`config.mk`:
```
export PLATFORM = sky130hd
export DESIGN_NAME = formatted_integer_to_ascii_unit
export DESIGN_NICKNAME = d
export VERILOG_FILES = /design/src/hdl/fia_pkg.sv /design/src/hdl/formatted_integer_to_ascii_unit.sv /design/src/hdl/fia_ram.sv /design/src/hdl/fia_dpath.sv /design/src/hdl/fia_ctrl.sv
export SDC_FILE = /design/constraint.sdc
export NUM_CORES = 1
export LEC_CHECK = 0
export ABC_AREA = 1
export BUFFER_PORTS_ARGS = -buffer_cell sky130_fd_sc_hd__buf_2
export CELL_PAD_IN_SITES_DETAIL_PLACEMENT = 1
export CELL_PAD_IN_SITES_GLOBAL_PLACEMENT = 1
export CORE_MARGIN = 3
export CORE_UTILIZATION = 35
export CTS_BUF_LIST = sky130_fd_sc_hd__clkbuf_16
export DETAILED_ROUTE_END_ITERATION = 10
export PLACE_DENSITY = 0.64
export SYNTH_ARGS = -nofsm -noshare
export SYNTH_HDL_FRONTEND = slang
export SYNTH_SLANG_ARGS = --single-unit
```
`constraint.sdc`:
```
create_clock -name clock -period 6.6 [get_ports clock]
set_input_delay 1.32 -clock clock [delete_from_list [all_inputs] [get_ports clock]]
set_output_delay 1.32 -clock clock [all_outputs]
set_load 0.05 [all_outputs]
```
`src/hdl/fia_pkg.sv`:
```
// ----------------------------------------------------------------------------
// fia_pkg
// Shared types, codes and helpers of the formatted integer to ASCII unit.
// ----------------------------------------------------------------------------
package fia_pkg;

   localparam int NUM_W       = 64;
   localparam int BCD_DIGITS  = 20;
   localparam int BCD_W       = 4 * BCD_DIGITS;
   localparam int BUF_DEPTH   = 64;
   localparam int BUF_AW      = 6;
   localparam int CHAR_W      = 8;

   // conversion selectors
   localparam logic [2:0] FUNC_BIN  = 3'd0;
   localparam logic [2:0] FUNC_SDEC = 3'd1;
   localparam logic [2:0] FUNC_OCT  = 3'd2;
   localparam logic [2:0] FUNC_UDEC = 3'd3;
   localparam logic [2:0] FUNC_HEXL = 3'd4;
   localparam logic [2:0] FUNC_HEXU = 3'd5;
   localparam logic [2:0] FUNC_CHAR = 3'd6;
   localparam logic [2:0] FUNC_LIT  = 3'd7;

   localparam logic [7:0] CH_MINUS   = 8'h2D;
   localparam logic [7:0] CH_ZERO    = 8'h30;
   localparam logic [7:0] CH_SPACE   = 8'h20;
   localparam logic [7:0] CH_UPPER_A = 8'h41;
   localparam logic [7:0] CH_LOWER_A = 8'h61;

   typedef struct packed {
      logic [2:0]  func;
      logic [63:0] arg_value;
      logic        long_form;
      logic [6:0]  field_width;
      logic        left_adjust;
      logic        zero_pad;
   } fia_req_type;

   typedef struct packed {
      logic [7:0] out_char;
      logic       last;
   } fia_rsp_type;

   // order of the sign, pad and body segments in the field
   typedef enum logic [1:0] {
      ORD_LEFT,
      ORD_ZERO,
      ORD_SPACE
   } ord_type;

   typedef enum logic [1:0] {
      SEG_SIGN,
      SEG_PAD,
      SEG_BODY
   } seg_type;

   typedef enum logic [2:0] {
      ST_IDLE,
      ST_ROUTE,
      ST_CONV,
      ST_DIGIT,
      ST_PLAN,
      ST_EMIT,
      ST_FETCH,
      ST_BODY
   } state_type;

   typedef struct packed {
      logic load;
      logic conv_step;
      logic digit_step;
      logic plan;
      logic emit_sign;
      logic emit_pad;
      logic fetch;
      logic emit_body;
      logic last;
   } fia_cmd_type;

   typedef struct packed {
      logic    is_dec;
      logic    is_num;
      logic    conv_last;
      logic    digit_last;
      logic    neg;
      logic    pad_zero;
      logic    pad_one;
      logic    body_one;
      ord_type ord;
      logic    slot_free;
   } fia_stat_type;

   function automatic seg_type seg_of(ord_type ord, logic [1:0] pos);
      seg_type seg;
      seg = SEG_BODY;
      unique case (ord)
         ORD_LEFT: begin
            case (pos)
               2'd0:    seg = SEG_SIGN;
               2'd1:    seg = SEG_BODY;
               default: seg = SEG_PAD;
            endcase
         end
         ORD_ZERO: begin
            case (pos)
               2'd0:    seg = SEG_SIGN;
               2'd1:    seg = SEG_PAD;
               default: seg = SEG_BODY;
            endcase
         end
         default: begin
            case (pos)
               2'd0:    seg = SEG_PAD;
               2'd1:    seg = SEG_SIGN;
               default: seg = SEG_BODY;
            endcase
         end
      endcase
      return seg;
   endfunction

   function automatic logic [7:0] digit_char(logic [3:0] d, logic upper);
      logic [7:0] ch;
      if (d <= 4'd9) begin
         ch = CH_ZERO + {4'b0, d};
      end else if (upper) begin
         ch = CH_UPPER_A + {4'b0, d} - 8'd10;
      end else begin
         ch = CH_LOWER_A + {4'b0, d} - 8'd10;
      end
      return ch;
   endfunction

endpackage

```
`src/hdl/formatted_integer_to_ascii_unit.sv`:
```
// ----------------------------------------------------------------------------
// formatted_integer_to_ascii_unit
// Formats one parsed printf-style conversion into a stream of ASCII chars.
// ----------------------------------------------------------------------------
// Usage:
//   req_valid/req_ready/req_payload carry one conversion: selector, 64-bit
//   argument, long flag, field width, left-adjust and zero-pad flags.
//   rsp_valid/rsp_ready/rsp_payload return the characters of the field one
//   per transaction, with last set on the final one.
//   One conversion is worked on at a time. Decimal conversions first run a
//   shift-add-3 binary to BCD pass over all 64 argument bits; then one digit
//   per cycle goes into the 64-entry digit buffer (up to 20 decimal, 22
//   octal, 16 hex or 64 binary digits). Output then emits the sign, pad and
//   body characters in field order; each body character is first read from
//   the buffer, then loaded into the result register, and empty segments
//   are skipped. Character and literal conversions skip the digit steps.
//   The next transaction is accepted as soon as the final character is in
//   the result register, while that character still waits to be taken.
//   A stall on rsp_ready holds the result register and pauses the
//   character sequencer. Reset clears the controller and the result valid;
//   the digit buffer needs no clearing since every digit is written first.
// ----------------------------------------------------------------------------
module formatted_integer_to_ascii_unit #(
   parameter int MAX_FIELD = 64
) (
   input  logic                 clock,
   input  logic                 reset,
   input  logic                 req_valid,
   output logic                 req_ready,
   input  fia_pkg::fia_req_type req_payload,
   output logic                 rsp_valid,
   input  logic                 rsp_ready,
   output fia_pkg::fia_rsp_type rsp_payload
);

   fia_pkg::fia_cmd_type  cmd;
   fia_pkg::fia_stat_type stat;

   fia_ctrl u_ctrl (
      .clock     (clock),
      .reset     (reset),
      .req_valid (req_valid),
      .req_ready (req_ready),
      .stat      (stat),
      .cmd       (cmd)
   );

   fia_dpath #(
      .MAX_FIELD (MAX_FIELD)
   ) u_dpath (
      .clock       (clock),
      .reset       (reset),
      .req_payload (req_payload),
      .cmd         (cmd),
      .stat        (stat),
      .rsp_valid   (rsp_valid),
      .rsp_ready   (rsp_ready),
      .rsp_payload (rsp_payload)
   );

endmodule

```
`src/hdl/fia_ram.sv`:
```
// ----------------------------------------------------------------------------
// fia_ram
// Generic single write port, single read port RAM with registered read data.
// ----------------------------------------------------------------------------
module fia_ram #(
   parameter int WIDTH = 8,
   parameter int DEPTH = 64
) (
   input  logic                     clock,
   input  logic                     wr_en,
   input  logic [$clog2(DEPTH)-1:0] wr_addr,
   input  logic [WIDTH-1:0]         wr_data,
   input  logic                     rd_en,
   input  logic [$clog2(DEPTH)-1:0] rd_addr,
   output logic [WIDTH-1:0]         rd_data
);

   logic [WIDTH-1:0] mem_ff [DEPTH];
   logic [WIDTH-1:0] rd_data_ff;

   always_ff @(posedge clock) begin
      if (wr_en) begin
         mem_ff[wr_addr] <= wr_data;
      end
      if (rd_en) begin
         rd_data_ff <= mem_ff[rd_addr];
      end
   end

   assign rd_data = rd_data_ff;

endmodule

```
`src/hdl/fia_dpath.sv`:
```
// ----------------------------------------------------------------------------
// fia_dpath
// Datapath: argument capture, binary to BCD converter, digit extraction into
// the digit buffer, pad and body counters, and the result register.
// ----------------------------------------------------------------------------
module fia_dpath #(
   parameter int MAX_FIELD = 64
) (
   input  logic                 clock,
   input  logic                 reset,
   input  fia_pkg::fia_req_type req_payload,
   input  fia_pkg::fia_cmd_type cmd,
   output fia_pkg::fia_stat_type stat,
   output logic                 rsp_valid,
   input  logic                 rsp_ready,
   output fia_pkg::fia_rsp_type rsp_payload
);

   localparam logic [7:0] MAX_W = 8'(MAX_FIELD);

   logic [2:0]                   func_ff;
   logic                         neg_ff;
   logic [7:0]                   ch_ff;
   logic [6:0]                   width_ff;
   logic                         ladj_ff;
   logic                         zpad_ff;
   logic [63:0]                  src_ff;
   logic [fia_pkg::BCD_W-1:0]    work_ff;
   logic [6:0]                   dcnt_ff;
   logic [5:0]                   cnt_ff;
   logic [6:0]                   pad_ff;
   logic [6:0]                   idx_ff;
   logic                         rsp_valid_ff;
   fia_pkg::fia_rsp_type         rsp_data_ff;

   logic [63:0]                  v_ext;
   logic                         neg_in;
   logic [63:0]                  mag;
   logic                         load_dec;
   logic                         load_num;
   logic [6:0]                   width_sat;
   logic [fia_pkg::BCD_W-1:0]    bcd_adj;
   logic [fia_pkg::BCD_W-1:0]    work_shift;
   logic [3:0]                   digit_mask;
   logic [7:0]                   digit_ch;
   logic [6:0]                   actual;
   logic [7:0]                   ram_rd_data;
   logic [7:0]                   pad_ch;
   logic [7:0]                   out_ch;
   logic                         is_num;
   logic                         emit_any;

   // argument preparation at load
   always_comb begin
      v_ext    = req_payload.long_form ? req_payload.arg_value
                 : {{32{req_payload.arg_value[31]}}, req_payload.arg_value[31:0]};
      neg_in   = (req_payload.func == fia_pkg::FUNC_SDEC) && v_ext[63];
      mag      = neg_in ? (64'd0 - v_ext) : v_ext;
      load_dec = (req_payload.func == fia_pkg::FUNC_SDEC) ||
                 (req_payload.func == fia_pkg::FUNC_UDEC);
      load_num = (req_payload.func != fia_pkg::FUNC_CHAR) &&
                 (req_payload.func != fia_pkg::FUNC_LIT);
      width_sat = ({1'b0, req_payload.field_width} > MAX_W) ? MAX_W[6:0]
                  : req_payload.field_width;
   end

   // one shift-add-3 step of the binary to BCD conversion
   always_comb begin
      logic [3:0] nib;
      nib = '0;
      for (int i = 0; i < fia_pkg::BCD_DIGITS; i++) begin
         nib = work_ff[4*i +: 4];
         bcd_adj[4*i +: 4] = (nib >= 4'd5) ? nib + 4'd3 : nib;
      end
   end

   // per-base digit mask and shift
   always_comb begin
      unique case (func_ff)
         fia_pkg::FUNC_BIN: begin
            digit_mask = 4'h1;
            work_shift = work_ff >> 1;
         end
         fia_pkg::FUNC_OCT: begin
            digit_mask = 4'h7;
            work_shift = work_ff >> 3;
         end
         default: begin
            digit_mask = 4'hF;
            work_shift = work_ff >> 4;
         end
      endcase
      digit_ch = fia_pkg::digit_char(work_ff[3:0] & digit_mask,
                                     func_ff == fia_pkg::FUNC_HEXU);
   end

   assign actual = dcnt_ff + {6'b0, neg_ff};
   assign is_num = (func_ff != fia_pkg::FUNC_CHAR) && (func_ff != fia_pkg::FUNC_LIT);

   always_ff @(posedge clock) begin
      if (cmd.load) begin
         func_ff  <= req_payload.func;
         neg_ff   <= neg_in;
         ch_ff    <= req_payload.arg_value[7:0];
         width_ff <= (req_payload.func == fia_pkg::FUNC_LIT) ? 7'd0 : width_sat;
         ladj_ff  <= req_payload.left_adjust;
         zpad_ff  <= req_payload.zero_pad;
         src_ff   <= mag;
         work_ff  <= load_dec ? '0 : {16'b0, mag};
         dcnt_ff  <= load_num ? 7'd0 : 7'd1;
         cnt_ff   <= 6'd63;
      end
      if (cmd.conv_step) begin
         work_ff <= {bcd_adj[fia_pkg::BCD_W-2:0], src_ff[63]};
         src_ff  <= {src_ff[62:0], 1'b0};
         cnt_ff  <= cnt_ff - 6'd1;
      end
      if (cmd.digit_step) begin
         work_ff <= work_shift;
         dcnt_ff <= dcnt_ff + 7'd1;
      end
      if (cmd.plan) begin
         pad_ff <= (width_ff > actual) ? width_ff - actual : 7'd0;
         idx_ff <= dcnt_ff;
      end
      if (cmd.emit_pad) begin
         pad_ff <= pad_ff - 7'd1;
      end
      if (cmd.emit_body) begin
         idx_ff <= idx_ff - 7'd1;
      end
   end

   fia_ram #(
      .WIDTH (fia_pkg::CHAR_W),
      .DEPTH (fia_pkg::BUF_DEPTH)
   ) u_digit_buf (
      .clock   (clock),
      .wr_en   (cmd.digit_step),
      .wr_addr (dcnt_ff[fia_pkg::BUF_AW-1:0]),
      .wr_data (digit_ch),
      .rd_en   (cmd.fetch),
      .rd_addr (idx_ff[fia_pkg::BUF_AW-1:0] - 6'd1),
      .rd_data (ram_rd_data)
   );

   // result register
   always_comb begin
      pad_ch   = (stat.ord == fia_pkg::ORD_ZERO) ? fia_pkg::CH_ZERO : fia_pkg::CH_SPACE;
      emit_any = cmd.emit_sign || cmd.emit_pad || cmd.emit_body;
      priority if (cmd.emit_sign) begin
         out_ch = fia_pkg::CH_MINUS;
      end else if (cmd.emit_pad) begin
         out_ch = pad_ch;
      end else begin
         out_ch = is_num ? ram_rd_data : ch_ff;
      end
   end

   always_ff @(posedge clock) begin
      if (reset) begin
         rsp_valid_ff <= 1'b0;
      end else if (emit_any) begin
         rsp_valid_ff <= 1'b1;
      end else if (rsp_ready) begin
         rsp_valid_ff <= 1'b0;
      end
   end

   always_ff @(posedge clock) begin
      if (emit_any) begin
         rsp_data_ff.out_char <= out_ch;
         rsp_data_ff.last     <= cmd.last;
      end
   end

   assign rsp_valid   = rsp_valid_ff;
   assign rsp_payload = rsp_data_ff;

   always_comb begin
      stat.is_dec     = (func_ff == fia_pkg::FUNC_SDEC) || (func_ff == fia_pkg::FUNC_UDEC);
      stat.is_num     = is_num;
      stat.conv_last  = (cnt_ff == 6'd0);
      stat.digit_last = (work_shift == '0) || (dcnt_ff == 7'd63);
      stat.neg        = neg_ff;
      stat.pad_zero   = (pad_ff == 7'd0);
      stat.pad_one    = (pad_ff == 7'd1);
      stat.body_one   = (idx_ff == 7'd1);
      if (ladj_ff) begin
         stat.ord = fia_pkg::ORD_LEFT;
      end else if (is_num && zpad_ff) begin
         stat.ord = fia_pkg::ORD_ZERO;
      end else begin
         stat.ord = fia_pkg::ORD_SPACE;
      end
      stat.slot_free  = !rsp_valid_ff || rsp_ready;
   end

   a_digit_room: assert property (@(posedge clock) disable iff (reset)
      cmd.digit_step |-> dcnt_ff < 7'd64)
      else $error("digit buffer overrun");

   a_pad_nonzero: assert property (@(posedge clock) disable iff (reset)
      cmd.emit_pad |-> pad_ff != 7'd0)
      else $error("pad emitted with empty pad count");

   a_body_nonzero: assert property (@(posedge clock) disable iff (reset)
      cmd.emit_body |-> idx_ff != 7'd0)
      else $error("body emitted with no characters left");

endmodule

```
`src/hdl/fia_ctrl.sv`:
```
// ----------------------------------------------------------------------------
// fia_ctrl
// Controller: sequences load, conversion, digit extraction and the sign, pad
// and body segments of the formatted field.
// ----------------------------------------------------------------------------
module fia_ctrl (
   input  logic                  clock,
   input  logic                  reset,
   input  logic                  req_valid,
   output logic                  req_ready,
   input  fia_pkg::fia_stat_type stat,
   output fia_pkg::fia_cmd_type  cmd
);

   fia_pkg::state_type state_ff;
   fia_pkg::state_type state_in;
   logic [1:0]         pos_ff;
   logic [1:0]         pos_in;
   logic               body_last;

   always_ff @(posedge clock) begin
      if (reset) begin
         state_ff <= fia_pkg::ST_IDLE;
         pos_ff   <= 2'd0;
      end else begin
         state_ff <= state_in;
         pos_ff   <= pos_in;
      end
   end

   always_comb begin
      state_in  = state_ff;
      pos_in    = pos_ff;
      cmd       = '0;
      req_ready = 1'b0;
      body_last = stat.body_one && ((stat.ord != fia_pkg::ORD_LEFT) || stat.pad_zero);
      unique case (state_ff)
         fia_pkg::ST_IDLE: begin
            req_ready = 1'b1;
            if (req_valid) begin
               cmd.load = 1'b1;
               state_in = fia_pkg::ST_ROUTE;
            end
         end
         fia_pkg::ST_ROUTE: begin
            priority if (stat.is_dec) begin
               state_in = fia_pkg::ST_CONV;
            end else if (stat.is_num) begin
               state_in = fia_pkg::ST_DIGIT;
            end else begin
               state_in = fia_pkg::ST_PLAN;
            end
         end
         fia_pkg::ST_CONV: begin
            cmd.conv_step = 1'b1;
            if (stat.conv_last) begin
               state_in = fia_pkg::ST_DIGIT;
            end
         end
         fia_pkg::ST_DIGIT: begin
            cmd.digit_step = 1'b1;
            if (stat.digit_last) begin
               state_in = fia_pkg::ST_PLAN;
            end
         end
         fia_pkg::ST_PLAN: begin
            cmd.plan = 1'b1;
            pos_in   = 2'd0;
            state_in = fia_pkg::ST_EMIT;
         end
         fia_pkg::ST_EMIT: begin
            unique case (fia_pkg::seg_of(stat.ord, pos_ff))
               fia_pkg::SEG_SIGN: begin
                  // skip an empty sign segment
                  if (!stat.neg) begin
                     pos_in = pos_ff + 2'd1;
                  end else if (stat.slot_free) begin
                     cmd.emit_sign = 1'b1;
                     pos_in        = pos_ff + 2'd1;
                  end
               end
               fia_pkg::SEG_PAD: begin
                  if (stat.pad_zero) begin
                     pos_in = pos_ff + 2'd1;
                  end else if (stat.slot_free) begin
                     cmd.emit_pad = 1'b1;
                     cmd.last     = (stat.ord == fia_pkg::ORD_LEFT) && stat.pad_one;
                     if (stat.pad_one) begin
                        if (cmd.last) begin
                           state_in = fia_pkg::ST_IDLE;
                        end else begin
                           pos_in = pos_ff + 2'd1;
                        end
                     end
                  end
               end
               default: begin
                  state_in = fia_pkg::ST_FETCH;
               end
            endcase
         end
         fia_pkg::ST_FETCH: begin
            cmd.fetch = 1'b1;
            state_in  = fia_pkg::ST_BODY;
         end
         fia_pkg::ST_BODY: begin
            if (stat.slot_free) begin
               cmd.emit_body = 1'b1;
               cmd.last      = body_last;
               priority if (body_last) begin
                  state_in = fia_pkg::ST_IDLE;
               end else if (stat.body_one) begin
                  pos_in   = pos_ff + 2'd1;
                  state_in = fia_pkg::ST_EMIT;
               end else begin
                  state_in = fia_pkg::ST_FETCH;
               end
            end
         end
         default: begin
            state_in = fia_pkg::ST_IDLE;
         end
      endcase
   end

   a_busy_after_accept: assert property (@(posedge clock) disable iff (reset)
      (req_valid && req_ready) |=> !req_ready)
      else $error("request taken while a conversion is in flight");

endmodule
```
# Yosys cells after proc, flatten, opt, wreduce, memory -nomap -nowiden
# Memory sizes are Yosys's and may differ from the RTL's. A register that Yosys moved wholly into a read port is not among the register bits.
# Cells that the tools add are included.
[totals]
register_bits = 207
out_inout_bits = 11
latch_bits = 0
elab_cells = 252
mem_count = 1
mem_bits_ro = 0
ram_bits = 512
[mem_list]
columns = ["memory", "depth", "word_bits", "rd", "rd_ports_with_merged_regs", "write_ports", "line", "rtl"]
rows = [
  ["u_dpath.u_digit_buf.mem_ff", 64, 8, 1, 1, 1, "fia_ram.sv:18", "logic [WIDTH-1:0] mem_ff [DEPTH];"],
]
[op_classes]
n_mux = 101
eq_ne = 40
order_cmp = 23
reduce_logical = 33
bitwise_logic = 1
n_addsub = 34
mul = 0
div_mod_pow = 0
shifts = 0
[op_table]
columns = ["operator", "count"]
rows = [
  ["$mux 64", 5],
  ["$mux 80", 3],
  ["$pmux 79 s2", 1],
  ["$ge 4x3->1 const B", 20],
  ["$logic_not 80->1", 1],
  ["$add 4x2->4 const B", 19],
  ["$mux 4", 19],
  ["$sub 1x64->64 const A", 1],
  ["$mux 7", 8],
  ["$mux 3", 12],
  ["$mux 8", 4],
  ["$mux 2", 15],
  ["$pmux 3 s8", 1],
  ["$mux 1", 21],
  ["$ne 3x3->1 const B", 7],
  ["$pmux 2 s2", 5],
  ["$eq 3x3->1 const B", 6],
  ["$reduce_and 9->1", 2],
  ["$add 7x4->8 const A", 2],
  ["$sub 8x4->8 const B", 2],
  ["$eq 3x2->1 const B", 5],
  ["$eq 7x1->1 const B", 2],
  ["$sub 7x1->7 const B", 2],
  ["$mux 6", 2],
  ["35 further kinds", 67],
]

# Logic depth before layout (Yosys ltp)
[logic_depth]
depth_word = 14
ltp_mapped = 17

# Hierarchy
# Synthesis repeated with hierarchy kept, for this count alone.
[unflattened]
hier_cells = 4104
hier_area_um2 = 37803.8
[by_module_without_submodules]
columns = ["module", "area_per_inst_um2", "instances", "cells_per_inst", "seq_area_each_um2"]
rows = [
  ["fia_ram", 21419.3, 1, 1805, 15615.0],
  ["fia_dpath", 15705.1, 1, 2178, 6045.8],
  ["fia_ctrl", 679.4, 1, 121, 100.1],
]

# Least setup slack after synthesis
# Ideal clock, no wire load.
[synth_timing]
kind = "reg-to-reg"
startpoint = "reg u_dpath.func_ff[2]"
endpoint = "mem u_dpath.u_digit_buf.mem_ff[0][1] (data pin)"
stages_incl_launch_ff = 11
setup_time_ns = 0.701
setup_slack_ns = 1.018
t_arrival_ns = 4.881
t_required_ns = 5.899
cell_sequence = "edfxtp_1 -> inv_2 -> nand2_2 -> nor2_1 -> buf_2 -> nor2_1 -> inv_1 -> ha_1 -> o21ai_0 -> nand2_1 -> o21ai_0"
[synth_via]
elab_chain_cells = 7
word_cells_on_any_way = 13
cone_classes = "add/sub (5); order compare (1); eq/ne (2); mux (3); bitwise (1); reduce/logical (1)"
[synth_lines]
columns = ["element", "line", "rtl"]
rows = [
  ["start: declaration", "fia_dpath.sv:21", "logic [2:0] func_ff;"],
  ["start signal: assignment", "fia_dpath.sv:102", "func_ff <= req_payload.func;"],
  ["$eq 3x2->1 / $logic_not 3->1 (equally long branches)", "fia_dpath.sv:79", "unique case (func_ff)"],
  ["$pmux 4 s2", "fia_dpath.sv:79", ""],
  ["$and 4x4->4", "fia_dpath.sv:93", "digit_ch = fia_pkg::digit_char(work_ff[3:0] & digit_mask,"],
  ["$add 7x4->8, on equally long branches", "fia_pkg.sv:129, fia_pkg.sv:127", ""],
  ["$sub 8x4->8, on equally long branches", "fia_pkg.sv:129, fia_pkg.sv:127", ""],
  ["$mux 8", "fia_pkg.sv:126", "end else if (upper) begin"],
  ["$mux 8 *", "fia_pkg.sv:124", "if (d <= 4'd9) begin"],
  ["via u_dpath.digit_ch[1]", "fia_dpath.sv:45", "logic [7:0] digit_ch;"],
  ["end: declaration", "fia_ram.sv:18", ""],
]
# Mark *: on every way through the listed nets, which the timed path passes. The rest lies on a longest branch.

# Worst setup path after layout
[layout_timing]
startpoint = "reg u_dpath.func_ff[2]"
endpoint = "mem u_dpath.u_digit_buf.mem_ff[44][1] (data pin)"
# The elaborated chain is that of the path after synthesis.

==> metrics.md <==
| Metric | Value |
|---|---|
| Clock insertion delay at the later pin of the skew report | 0.64 ns |
| Most common cell after layout, fill and taps aside | edfxtp_1 |
| Worst Path Arrival | 4.37 ns |
| Nets | 3601 |
| Post-CTS setup buffer count | 0 |
| Avg Inst Size Synth | 9.97 µm² |
| Core area | 95900 µm² |
| # hold bufs at CTS | 0 |
| Commonest non-fill, non-tap cells in the layout | edfxtp_1, nand2_1, nor2_1, nand3_1, o21ai_0 |
| Footprint of the multi-input gates | 12600 µm² |
| FF-to-FF setup slack | between 2 and 3 ns |
| Final setup viols | 0 |
| Hpwl dp | 72.0 mm |
| Initial Util | 35.6% |
| Max-Cap Viols | 0 |
| Post-route DRC | 0 |
| Largest net degree at the start of global routing | 161 |
| Die W | about 320 µm |
| RSZ-0062 raised after global routing | no |
| Post-synthesis instance area | roughly 34000 µm² |
| Vias per Instance | 5.46 |
| TNS Setup | 0 ns |
| Worst vdd ir | around 0.22 mV |
| Pwr dens | 429 nW/µm² |
| Wire per inst | 22.5 µm |
| Post-cts gate resize count | 0 |
| CTS tree | built |
| Final Hold Violating Endpoints | 0 |
| Area Growth Syn to Fin | 12.3% |
| Register area | approximately 20000 µm² |
| GPL Wtd Cong | between 0.8 and 0.9 |
| Row count | approximately 110 |
| Static Leakage | between 0.01 and 0.015 µW |
| 1st-pass router iterations | 5 |
| Yosys warns | 0 |
| Initial antenna violation count | 2 |
| Sequential cell area fraction in the yosys report | 58.1% |
| # port buffers | 91 |
| Synth Flop Type | edfxtp_1 |
| FILL cells | 10.7k |
| CTS clk-pin slew, worst paths | 0.06 ns |
| Status | completed |
| Worst hold slack | 0.525 ns |
| Number of routed nets with antenna violations | 0 |
| Syn nets | 3569 |
| Clock tree buffer depth | 3 |
| Global-route wire length before repair | 164 mm |
| Final slew viol count | 0 |
| WS Path Type | register to register |
| Crit-path max FO | 43 |
| Grt total ovfl | 0 |
| Vias | 26.1k |
| Period minus WS final | 3.98 ns |
| Worst Path Required | 6.99 ns |
| Worst Setup Start Kind | register |
| CTS Root Cell | clkbuf_16 |
| Drt total wl | 107 mm |
| FF+latch count, synth | 662 |
| Count of different cell masters after synthesis | between 50 and 60 |
| Vias in the first global route | 26.5k |
| Mapped Cells | 3424 |
| Overall global routing resource usage | about a fifth |
| Relative slew slack | 39.0% |
| Die area | 101000 µm² |
| Die height | 318 µm |
| Fin crit share | 60.3% |
| Worst-margin pin slew | a little over 0.9 ns |
| Crit. End Element | register |
| Share of cells above drive strength 1 | 8.95% |
| EDFF count, synth | ~660 |
| Clock Sinks | 662 |
| Cts bufs inserted | 76 |
| Antenna Cells | 0 |
| DRT iter0 DRCs | 2451 |
| Fmax | 251 MHz |
| Ports | 92 |
| CTS H-tree lvls | 3 |
| Worst Clk Skew | 0.0188 ns |
| Hold WC Path Type | register to register |
| Async SR Flop Fraction | 0% |
-- stage by stage --
| step | std cells | power, µW | setup WS (ns) | instance area (µm²) | util [%] |
|---|---|---|---|---|---|
| 2_1_floorplan | 3424 | 10100 | 1.02 | 34100 | - |
| 3_3_place_gp | 4643 | 12000 | 2.24 | 35700 | 37.3 |
| 3_5_place_dp | 4643 | 12100 | 2.15 | 35700 | 37.3 |
| 4_1_cts | 4785 | 16600 | 2.55 | 38300 | 40.0 |
| 5_1_grt | 4785 | 17400 | 2.31 | 38300 | 40.0 |
| 6_report | 4785 | 16400 | 2.62 | 38300 | 40.0 |
-- worst paths after layout --
path / start / to / depth (start not counted)
max: u_dpath.func_ff[2] / u_dpath.u_digit_buf.mem_ff[44][1] / 12
min: u_dpath.src_ff[24] / u_dpath.src_ff[25] / 2
max reg2reg: u_dpath.func_ff[2] / u_dpath.u_digit_buf.mem_ff[44][1] / 12
min reg2reg: u_dpath.src_ff[24] / u_dpath.src_ff[25] / 2
-- power breakdown --
part	internal (µW)	leakage [µW]	switching [µW]
registers	6000	0.00611	556
logic	1490	0.00663	4010
clock network	2570	0.00131	1820
-- synthesized netlist by cell type (5+ instances only) --
master    instances  area share (%)
buf_2            45            0.66
o31ai_1           8            0.18
o21ai_1           8            0.12
o22ai_1          19            0.35
a32oi_1           5            0.13
nand3_1         361             5.3
xnor2_1          11            0.28
inv_2            11            0.12
or2_2             9            0.16
edfxtp_1        655              58
a22o_1            6            0.15
a21oi_1          84             1.2
dfxtp_1           7            0.41
mux2i_1          73             2.1
buf_6            17            0.56
buf_1            14            0.15
buf_4             5            0.11
nor3_1           27            0.40
nand2_2          10            0.18
nand2_1         552             6.1
inv_1           234             2.6
o32ai_1          41             1.1
nor2_2            9            0.16
o211ai_1         72             1.6
o21ai_0         269             3.9
o221ai_1         82             2.1
clkbuf_1         94             1.0
nor2_1          487             5.4
nand4_1          29            0.53
xor2_1           69             1.8
ha_1             63             2.3
-- logic make-up (layout without fill, tap and decap cells) --
family / count (synthesis) / after routing / synth area share, %
AOI/OAI and AO/OA: 618 / 618 / 11.4
xor gates and xnor gates: 81 / 81 / 2.10
adders and majority gates: 64 / 64 / 2.37
buffers and inverters: 424 / 520 / 5.26
DFF: 662 / 662 / 58.1
muxes: 73 / 73 / 2.14
and+or+nand+nor: 1502 / 1502 / 18.7
-- worst max-delay path, stage by stage, from the launching register on --
cell      delay [ns]
edfxtp_1        0.51
inv_2           0.11
nand2_2         0.07
nor2_1          0.16
buf_4           0.28
nor2_1          0.08
inv_1           0.14
o21ai_0         0.22
nand2_2         0.56
buf_4           0.55
nand2_1         0.18
o21ai_4         0.36
buf_4           0.51
-- area by class of cell --
cell class | instances | share of cell area [%]
multi-input combinational | 2338 | 33.0
inverter | 249 | 2.44
sequential | 662 | 51.7
clock buffer | 78 | 5.09
tap | 1265 | 4.13
clock inverter | 64 | 1.66
timing repair buffer | 129 | 2.03
-- state kept, by name (all words and copies together), names as in the netlist --
signal	count
u_dpath.idx_ff	7
u_dpath.neg_ff	1
u_dpath.u_digit_buf.mem_ff	448
u_dpath.pad_ff	7
u_dpath.ladj_ff	1
u_dpath.dcnt_ff	7
u_dpath.work_ff	80
u_dpath.width_ff	7
u_dpath.rsp_payload	9
u_ctrl.pos_ff	2
u_ctrl.state_ff	3
u_dpath.cnt_ff	6
u_dpath.u_digit_buf.rd_data	7
u_dpath.src_ff	64
u_dpath.ch_ff	8
u_dpath.rsp_valid	1
u_dpath.func_ff	3
u_dpath.zpad_ff	1
-- layer usage --
metal	vias up	wire length, µm	track usage (%)
li1	12267	-	-
met4	0	2160	4.67
met1	13082	48400	28.4
met5	-	0	0
met2	627	51700	34.7
met3	137	5230	3.19
No activity file was read; power rests on OpenSTA's default activity.
